===== src/rtl/pls_pkg.sv =====
// ----------------------------------------------------------------------------
// pls_pkg: shared types and constants of the positional list store
// Request codes, cell commands and the result record.
// ----------------------------------------------------------------------------
`default_nettype none

package pls_pkg;

  localparam int DEPTH_DEF = 64;
  localparam int DATA_W    = 32;
  localparam int OP_W      = 3;
  localparam int POS_W     = 7;

  typedef enum logic [OP_W-1:0] {
    OP_APPEND = 3'd0,
    OP_INSERT = 3'd1,
    OP_DELETE = 3'd2,
    OP_READ   = 3'd3,
    OP_WRITE  = 3'd4,
    OP_FIND   = 3'd5
  } op_e;

  typedef enum logic [1:0] {
    CMD_HOLD,
    CMD_WRITE,
    CMD_INSERT,
    CMD_DELETE
  } cmd_e;

  typedef struct packed {
    cmd_e              cmd;
    logic [DATA_W-1:0] value;
  } cell_ctl_t;

  typedef struct packed {
    logic                     ok;
    logic signed [DATA_W-1:0] read_value;
    logic [POS_W-1:0]         found_at;
    logic [POS_W-1:0]         list_length;
  } rsp_t;

endpackage

`default_nettype wire


===== src/rtl/pls_cell.sv =====
// ----------------------------------------------------------------------------
// pls_cell: one list entry of the cell chain
// Holds one entry, shifts with its neighbours on insert and delete, and
// passes the read/find probe on to the next cell each cycle.
// ----------------------------------------------------------------------------
`default_nettype none

module pls_cell import pls_pkg::*; #(
  parameter int IDX = 0,
  parameter int IXW = 6,
  parameter int IW  = 7
) (
  input  wire logic              clk_i,
  input  wire cell_ctl_t         ctl_i,
  input  wire logic [IXW-1:0]    at_i,
  input  wire logic [IW-1:0]     count_i,
  input  wire logic [DATA_W-1:0] key_i,
  input  wire logic [DATA_W-1:0] left_i,
  input  wire logic [DATA_W-1:0] right_i,
  input  wire logic [IW-1:0]     found_i,
  input  wire logic [DATA_W-1:0] rd_i,
  output      logic [DATA_W-1:0] entry_o,
  output      logic [IW-1:0]     found_o,
  output      logic [DATA_W-1:0] rd_o
);

  localparam logic [IXW-1:0] MY_IX    = IXW'(IDX);
  localparam logic [IW-1:0]  MY_IX_W  = IW'(IDX);
  localparam logic [IW-1:0]  MY_POS_W = IW'(IDX + 1);

  logic [DATA_W-1:0] entry_q, entry_d;
  logic [IW-1:0]     found_q, found_d;
  logic [DATA_W-1:0] rd_q, rd_d;

  always_comb begin
    entry_d = entry_q;
    case (ctl_i.cmd)
      CMD_WRITE: begin
        if (at_i == MY_IX) entry_d = ctl_i.value;
      end
      CMD_INSERT: begin
        if (at_i == MY_IX) entry_d = ctl_i.value;
        else if (MY_IX > at_i) entry_d = left_i;
      end
      CMD_DELETE: begin
        if (MY_IX >= at_i) entry_d = right_i;
      end
      default: entry_d = entry_q;
    endcase
  end

  // keep the first match seen upstream
  always_comb begin
    found_d = found_i;
    if (found_i == '0 && MY_IX_W < count_i && entry_q == key_i) found_d = MY_POS_W;
    rd_d = (at_i == MY_IX) ? entry_q : rd_i;
  end

  always_ff @(posedge clk_i) begin
    entry_q <= entry_d;
    found_q <= found_d;
    rd_q    <= rd_d;
  end

  assign entry_o = entry_q;
  assign found_o = found_q;
  assign rd_o    = rd_q;

endmodule

`default_nettype wire


===== config.mk =====
export PLATFORM = sky130hd
export DESIGN_NAME = pls_cell
export DESIGN_NICKNAME = d
export VERILOG_FILES = /design/src/rtl/pls_pkg.sv /design/src/rtl/pls_cell.sv
export SDC_FILE = /design/constraint.sdc
export NUM_CORES = 1
export LEC_CHECK = 0
export ABC_AREA = 0
export BUFFER_PORTS_ARGS = -buffer_cell sky130_fd_sc_hd__buf_2
export CORE_AREA = 2 2 99 101
export CTS_CLUSTER_DIAMETER = 200
export DETAILED_ROUTE_END_ITERATION = 8
export DIE_AREA = 0 0 101 103
export GPL_TIMING_DRIVEN = 0
export PLACE_DENSITY = 0.72
export SLEW_MARGIN = 0
export SYNTH_ARGS = -nofsm -noshare
export SYNTH_HDL_FRONTEND = slang
export SYNTH_SLANG_ARGS = --single-unit

===== constraint.sdc =====
create_clock -name clk_i -period 5.4 [get_ports clk_i]
set_input_delay 0.81 -clock clk_i [delete_from_list [all_inputs] [get_ports clk_i]]
set_output_delay 0.81 -clock clk_i [all_outputs]
set_load 0.02 [all_outputs]

==> results of run 1 <==
[metrics by stage]
step | area, um2 | utilization, %
after floorplan | 3190 | -
after global placement | 4590 | 48.5
after detailed placement | 4600 | 48.6
after CTS | 4820 | 51.0
after global routing | 4820 | 51.0
final | 4820 | 51.0
[logic make-up (layout without fill, tap and decap cells)]
group	after synthesis	in the layout	synth area share [%]
buffers and inverters	23	289	3.29
DFF	71	71	54.5
and+or+nand+nor	21	21	3.84
xor gates and xnor gates	32	32	8.78
muxes	32	32	11.3
AOI/OAI and AO/OA	67	67	18.3
[area by class of cell]
class                   instances  area [um2]  area share, %
plain buffers                  23         105           2.18
clock buffers                  11         174           3.61
clock inverters                 4        50.0           1.04
multi-input cells             152        1350           28.1
flip-flops and latches         71        1740           36.1
well taps                     114         143           2.96
repair buffers                251        1260           26.0
[per-layer routing]
layer	vias to the layer above	GRT usage (%)	routed length, um
met1	1435	24.3	4480
met2	146	35.5	5750
met4	0	7.69	204
li1	1471	-	-
met5	-	0	0
met3	15	4.14	693
[power groups by stage]
stage	Combinational, uW	Sequential, uW	Clock (uW)
after floorplan	79.7	625	0
after global placement	207	600	0
after detailed placement	210	601	0
after CTS	211	589	475
after global routing	228	590	497
final	210	589	463
[worst paths after layout]
path | startpoint | slack [ps] | to
hold / removal | entry_o[4] | 560 | rd_o[4]
setup reg to reg | entry_o[9] | 3910 | found_o[0]
setup / recovery | at_i[2] | 2710 | entry_o[14]
hold reg to reg | entry_o[4] | 560 | rd_o[4]
[cells in the final DEF, fill, tap and decap left out, types with 8 or more instances in the layout]
master,instances
buf_2,257
a22o_1,64
dfxtp_1,39
mux2_2,32
xnor2_1,32
edfxtp_1,32
clkbuf_1,13
clkbuf_8,9
nand4_1,8
[critical path, stage by stage]
cell,delay [ps]
buf_2,110
nor4_2,300
nand2_1,300
buf_2,340
nor2_4,770
[sequential cells by signal, summed over array words and instances, names as in the netlist]
| signal | count |
|---|---|
| entry_o | 32 |
| found_o | 7 |
| rd_o | 32 |
==> flow_results.xml, run 1 <==
<?xml version="1.0" encoding="UTF-8"?>
<metrics>
  <group name="clock_tree">
    <metric name="clock_path_buffers" unit="">2</metric>
    <metric name="cts_resized" unit="">0</metric>
    <metric name="cts.clk_slew.worst_paths" unit="ps">70</metric>
    <metric name="ctsRootBufferMaster" unit="">clkbuf_8</metric>
    <metric name="cts_buffer_count" unit="">9</metric>
    <metric name="cts_max_level" unit="">3</metric>
    <metric name="worst_skew_pair.late_latency" unit="ps">340</metric>
    <metric name="cts-hold-fix-buffers" unit="">0</metric>
    <metric name="cts_tree" unit="">built</metric>
    <metric name="postCtsSetupBuffers" unit="">0</metric>
    <metric name="cts_num_sinks" unit="">71</metric>
  </group>
  <group name="synth">
    <metric name="post-synth-top-area-fraction" unit="%">30.1</metric>
    <metric name="synth.area.top_cells" unit="">edfxtp_1 30%, dfxtp_1 24%, a22o_1 18%</metric>
    <metric name="synthArstFlopShare" unit="%">0</metric>
    <metric name="yosys_warnings" unit="">0</metric>
    <metric name="yosysMostFrequentCell" unit="">a22o_1</metric>
    <metric name="yosysTopAreaCell" unit="">edfxtp_1</metric>
    <metric name="ys_top_cells_by_count" unit="">64 x a22o_1, 39 x dfxtp_1, 32 x edfxtp_1, 32 x mux2_2, 32 x xnor2_1</metric>
    <metric name="netlist_area" unit="um2">3190</metric>
    <metric name="synth_edf_count" unit="">32</metric>
    <metric name="dominant_register_cell_in_the_synthesized_netlist" unit="">dfxtp_1</metric>
    <metric name="synth.yosys.seq_area_share" unit="%">54.5</metric>
    <metric name="number_of_storage_elements_in_the_synthesis_netlist" unit="">71</metric>
    <metric name="synthesis.instances" unit="">246</metric>
    <metric name="synthDistinctLibCells" unit="">19</metric>
    <metric name="synth_fp_nets" unit="">429</metric>
    <metric name="synth.avg_cell_area" unit="um2">13.0</metric>
  </group>
  <group name="routing">
    <metric name="route.detailed.vias_per_inst" unit="">4.90</metric>
    <metric name="route.detailed.drc" unit="">0</metric>
    <metric name="route.antenna.remaining_nets" unit="">0</metric>
    <metric name="drt-total-wl" unit="um">11100</metric>
    <metric name="vias" unit="">3067</metric>
    <metric name="detailedRoute.firstPassIterationCount" unit="">4</metric>
    <metric name="initialDrtViolationCount" unit="">64</metric>
    <metric name="wl_per_cell" unit="um">17.8</metric>
  </group>
  <group name="placement">
    <metric name="hpwl" unit="um">9060</metric>
    <metric name="finalWeightedCongestion" unit="">0.860</metric>
    <metric name="port-buffer-count" unit="">251</metric>
    <metric name="placed_cells" unit="">611</metric>
    <metric name="preCtsSetupSlack" unit="ps">2310</metric>
  </group>
  <group name="finish">
    <metric name="layout-area-overhead-vs-synth" unit="%">51.1</metric>
    <metric name="layout.filler_cells" unit="">869</metric>
    <metric name="layout.cells.non_filler" unit="">626</metric>
    <metric name="finish.net_count" unit="">691</metric>
    <metric name="fraction_of_final_layout_cells_with_drive_strength_greater_than_1" unit="%">60.4</metric>
    <metric name="antenna_cells_inserted" unit="">0</metric>
  </group>
  <group name="timing">
    <metric name="rsz0062_at_grt" unit="">false</metric>
    <metric name="slew_viol_final" unit="">0</metric>
    <metric name="min_period_over_period" unit="%">49.7</metric>
    <metric name="max_freq" unit="MHz">372</metric>
    <metric name="final_hold_viol_count" unit="">0</metric>
    <metric name="timing.setup.tns" unit="ps">0</metric>
    <metric name="finClkSkew" unit="ps">6.68</metric>
    <metric name="finalWorstPathRequiredPeriod" unit="ps">2690</metric>
    <metric name="timing.hold.ws" unit="ps">560</metric>
    <metric name="setup_slack" unit="ps">2710</metric>
    <metric name="worst-slew-pin-transition" unit="ps">931</metric>
    <metric name="setup_viol_count_final" unit="">0</metric>
    <metric name="max_slew_margin" unit="%">37.8</metric>
  </group>
  <group name="min_path">
    <metric name="min-delay-path-class" unit="">register to register</metric>
    <metric name="number_of_cells_traversed_by_the_worst_hold_path" unit="">1</metric>
  </group>
  <group name="critical_path">
    <metric name="timing.critical_path.arrival" unit="ps">2650</metric>
    <metric name="critical_path.endpoint_type" unit="">register</metric>
    <metric name="start_kind" unit="">primary input</metric>
    <metric name="worst_ep_required_time" unit="ps">5360</metric>
    <metric name="crit_fanout" unit="">32</metric>
    <metric name="worst-r2r-cell-count" unit="">4</metric>
    <metric name="critical_path_class" unit="">primary input to register</metric>
  </group>
  <group name="power">
    <metric name="power.combinational.fraction" unit="%">16.7</metric>
    <metric name="power_switching" unit="uW">301</metric>
    <metric name="power.static_leakage" unit="uW">0.00223</metric>
    <metric name="total_power" unit="uW">1260</metric>
    <metric name="share_seq_of_total_power" unit="%">46.6</metric>
    <metric name="sw_frac_of_total" unit="%">23.9</metric>
    <metric name="p_int" unit="uW">961</metric>
    <metric name="clock_power_share" unit="%">36.7</metric>
    <metric name="max-vdd-ir-drop" unit="mV">0.140</metric>
    <metric name="power_per_cell_area" unit="nW/um2">262</metric>
  </group>
  <group name="global_routing">
    <metric name="grt.overflow.total" unit="">0</metric>
    <metric name="grt_pass1_wl" unit="um">15300</metric>
    <metric name="grt_start_max_net_pins" unit="">33</metric>
    <metric name="initial_antenna_violation_count" unit="">0</metric>
    <metric name="first_global_vias" unit="">2937</metric>
    <metric name="grt_use_total" unit="%">20.1</metric>
  </group>
  <group name="run_status">
    <metric name="run_status" unit="">finished clean</metric>
  </group>
  <group name="floorplan">
    <metric name="site_row_count" unit="">36</metric>
    <metric name="top_level_port_count" unit="">254</metric>
    <metric name="die_width" unit="um">101</metric>
    <metric name="floorplan.initialDensity" unit="%">33.8</metric>
    <metric name="floorplan.core_area" unit="um2">9460</metric>
    <metric name="floorplan.die_area" unit="um2">10400</metric>
    <metric name="die_h" unit="um">103</metric>
  </group>
  <group name="job">
    <metric name="timing.max_cap.violations" unit="">0</metric>
  </group>
</metrics>
Power figures use the tool's default switching activity.
==> run 2, diff against run 1 <==
--- a/config.mk
+++ b/config.mk
@@ -7,12 +7,12 @@
 export LEC_CHECK = 0
 export ABC_AREA = 0
 export BUFFER_PORTS_ARGS = -buffer_cell sky130_fd_sc_hd__buf_2
-export CORE_AREA = 2 2 99 101
+export CORE_AREA = 2 2 98 100
 export CTS_CLUSTER_DIAMETER = 200
 export DETAILED_ROUTE_END_ITERATION = 8
-export DIE_AREA = 0 0 101 103
+export DIE_AREA = 0 0 100 102
 export GPL_TIMING_DRIVEN = 0
-export PLACE_DENSITY = 0.72
+export PLACE_DENSITY = 0.76
 export SLEW_MARGIN = 0
 export SYNTH_ARGS = -nofsm -noshare
 export SYNTH_HDL_FRONTEND = slang
==> constraint.sdc (replaced) <==
create_clock -name clk_i -period 2.4 [get_ports clk_i]
set_input_delay 0.36 -clock clk_i [delete_from_list [all_inputs] [get_ports clk_i]]
set_output_delay 0.36 -clock clk_i [all_outputs]
set_load 0.02 [all_outputs]
==> run 2 against run 1 <==
Effect of this change: clock skew rose by 5.8 ps; wire length fell by 0.29%; sequential power rose by 120%; global-route usage rose by 0.95 points; register-to-register slack got worse by 3000 ps; die area fell by 2.0%; total power rose by 130%; sequential share of layout area did not move; critical path depth fell by 1; non-clock buffer count did not move; count of clock-buffer cells in the layout rose by 1; first-iteration DRC count rose by 22%; largest power group unchanged.
==> flow_results.xml, run 2 (synthesis results as in run 1) <==
<?xml version="1.0" encoding="UTF-8"?>
<metrics>
  <group name="power">
    <metric name="power_per_cell_area" unit="nW/um2">590</metric>
    <metric name="clock_power_share" unit="%">36.9</metric>
    <metric name="share_seq_of_total_power" unit="%">46.6</metric>
    <metric name="power_switching" unit="uW">712</metric>
    <metric name="power.static_leakage" unit="uW">0.00224</metric>
    <metric name="p_int" unit="uW">2130</metric>
    <metric name="power.combinational.fraction" unit="%">16.6</metric>
    <metric name="sw_frac_of_total" unit="%">25.0</metric>
    <metric name="max-vdd-ir-drop" unit="mV">0.280</metric>
  </group>
  <group name="floorplan">
    <metric name="floorplan.initialDensity" unit="%">35.1</metric>
    <metric name="die_width" unit="um">100</metric>
    <metric name="floorplan.core_area" unit="um2">9110</metric>
    <metric name="top_level_port_count" unit="">254</metric>
    <metric name="floorplan.die_area" unit="um2">10200</metric>
    <metric name="die_h" unit="um">102</metric>
    <metric name="site_row_count" unit="">35</metric>
  </group>
  <group name="clock_tree">
    <metric name="ctsRootBufferMaster" unit="">clkbuf_8</metric>
    <metric name="worst_skew_pair.late_latency" unit="ps">340</metric>
    <metric name="clock_path_buffers" unit="">2</metric>
    <metric name="cts_tree" unit="">built</metric>
    <metric name="postCtsSetupBuffers" unit="">0</metric>
    <metric name="cts.clk_slew.worst_paths" unit="ps">70</metric>
    <metric name="cts_max_level" unit="">3</metric>
    <metric name="cts_resized" unit="">0</metric>
    <metric name="cts_num_sinks" unit="">71</metric>
    <metric name="cts_buffer_count" unit="">9</metric>
    <metric name="cts-hold-fix-buffers" unit="">0</metric>
  </group>
  <group name="timing">
    <metric name="finalWorstPathRequiredPeriod" unit="ps">2180</metric>
    <metric name="max_freq" unit="MHz">460</metric>
    <metric name="setup_viol_count_final" unit="">0</metric>
    <metric name="timing.hold.ws" unit="ps">214</metric>
    <metric name="min_period_over_period" unit="%">90.7</metric>
    <metric name="max_slew_margin" unit="%">38.4</metric>
    <metric name="worst-slew-pin-transition" unit="ps">922</metric>
    <metric name="finClkSkew" unit="ps">12.5</metric>
    <metric name="rsz0062_at_grt" unit="">false</metric>
    <metric name="final_hold_viol_count" unit="">0</metric>
    <metric name="slew_viol_final" unit="">0</metric>
  </group>
  <group name="routing">
    <metric name="vias" unit="">3065</metric>
    <metric name="route.detailed.vias_per_inst" unit="">4.91</metric>
    <metric name="drt-total-wl" unit="um">11100</metric>
    <metric name="initialDrtViolationCount" unit="">78</metric>
    <metric name="route.antenna.remaining_nets" unit="">0</metric>
    <metric name="detailedRoute.firstPassIterationCount" unit="">4</metric>
    <metric name="route.detailed.drc" unit="">0</metric>
    <metric name="wl_per_cell" unit="um">17.8</metric>
  </group>
  <group name="critical_path">
    <metric name="critical_path.endpoint_type" unit="">register</metric>
    <metric name="start_kind" unit="">primary input</metric>
    <metric name="worst_ep_required_time" unit="ps">2360</metric>
    <metric name="critical_path_class" unit="">primary input to register</metric>
    <metric name="startpoint_of_the_most_critical_setup_path" unit="">ctl_i[32]</metric>
    <metric name="crit_fanout" unit="">32</metric>
    <metric name="r2r-start" unit="">entry_o[10]</metric>
    <metric name="timing.critical_path.arrival" unit="ps">2140</metric>
  </group>
  <group name="global_routing">
    <metric name="initial_antenna_violation_count" unit="">0</metric>
    <metric name="grt_start_max_net_pins" unit="">33</metric>
    <metric name="first_global_vias" unit="">3099</metric>
    <metric name="grt.overflow.total" unit="">0</metric>
    <metric name="grt_pass1_wl" unit="um">16000</metric>
    <metric name="grt_use_total" unit="%">21.1</metric>
  </group>
  <group name="finish">
    <metric name="finish.net_count" unit="">691</metric>
    <metric name="leading_cell_types_in_the_layout_fill_and_taps_excluded" unit="">257 x buf_2, 64 x a22o_1, 39 x dfxtp_1</metric>
    <metric name="layout_commonest_cell" unit="">buf_2</metric>
    <metric name="antenna_cells_inserted" unit="">0</metric>
    <metric name="fraction_of_final_layout_cells_with_drive_strength_greater_than_1" unit="%">60.6</metric>
    <metric name="final_core_util" unit="%">53.0</metric>
    <metric name="layout-area-overhead-vs-synth" unit="%">51.1</metric>
  </group>
  <group name="placement">
    <metric name="hpwl" unit="um">9020</metric>
    <metric name="finalWeightedCongestion" unit="">0.843</metric>
    <metric name="port-buffer-count" unit="">251</metric>
  </group>
  <group name="job">
    <metric name="timing.max_cap.violations" unit="">0</metric>
  </group>
  <group name="run_status">
    <metric name="run_status" unit="">finished clean</metric>
  </group>
  <group name="min_path">
    <metric name="min-delay-path-class" unit="">primary input to register</metric>
    <metric name="min_from" unit="">found_i[2]</metric>
  </group>
</metrics>
run 2: changes by cell type in the layout (fill, tap and decap cells not counted), sizes merged:
cell and delta:
clkinvlp -1, inv +2, clkbuf +1, bufinv -1
run 2: final cells by class:
type / instances / area, um2
fill: 841 / 4290
sequential: 71 / 1740
multi-input combinational: 152 / 1350
timing repair buffer: 251 / 1260
clock buffer: 12 / 199
tap: 111 / 139
buffer: 23 / 105
clock inverter: 4 / 28.8
run 2: layer usage:
metal | GRT usage (%) | vias to the layer above | routed length [um]
met5 | 0 | - | 0
met4 | 6.32 | 0 | 196
met3 | 4.38 | 19 | 670
met2 | 38.7 | 162 | 5730
met1 | 24.9 | 1408 | 4500
li1 | - | 1476 | -
run 2: path summary, 6_finish.rpt:
check	cells after the start	end	slack, ps
setup / recovery	4	entry_o[17]	220
setup reg to reg	4	found_o[0]	950
hold reg to reg	1	rd_o[28]	550
hold / removal	2	found_o[2]	210
run 2: through the flow:
stage	cells	TNS (ps)	power (uW)	instance area, um2	setup WS, ps
after CTS	624	0	2870	4820	165
after floorplan	246	0	1590	3200	77.1
after detailed placement	608	-6440	1830	4600	-204
after global routing	624	0	2960	4820	19.5
final	624	0	2840	4820	224
after global placement	608	-22550	1810	4590	-706
run 2: power by group through the flow:
stage	clock network [uW]	registers (uW)	logic [uW]
3_3_place_gp	0	1350	463
5_1_grt	1120	1330	511
6_report	1050	1320	471
3_5_place_dp	0	1350	473
4_1_cts	1070	1320	475
2_1_floorplan	0	1410	179
run 2: worst max-delay path: stages:
cell,delay (ps)
clkbuf_1,270
clkbuf_1,570
nor2_1,160
nor2_4,760
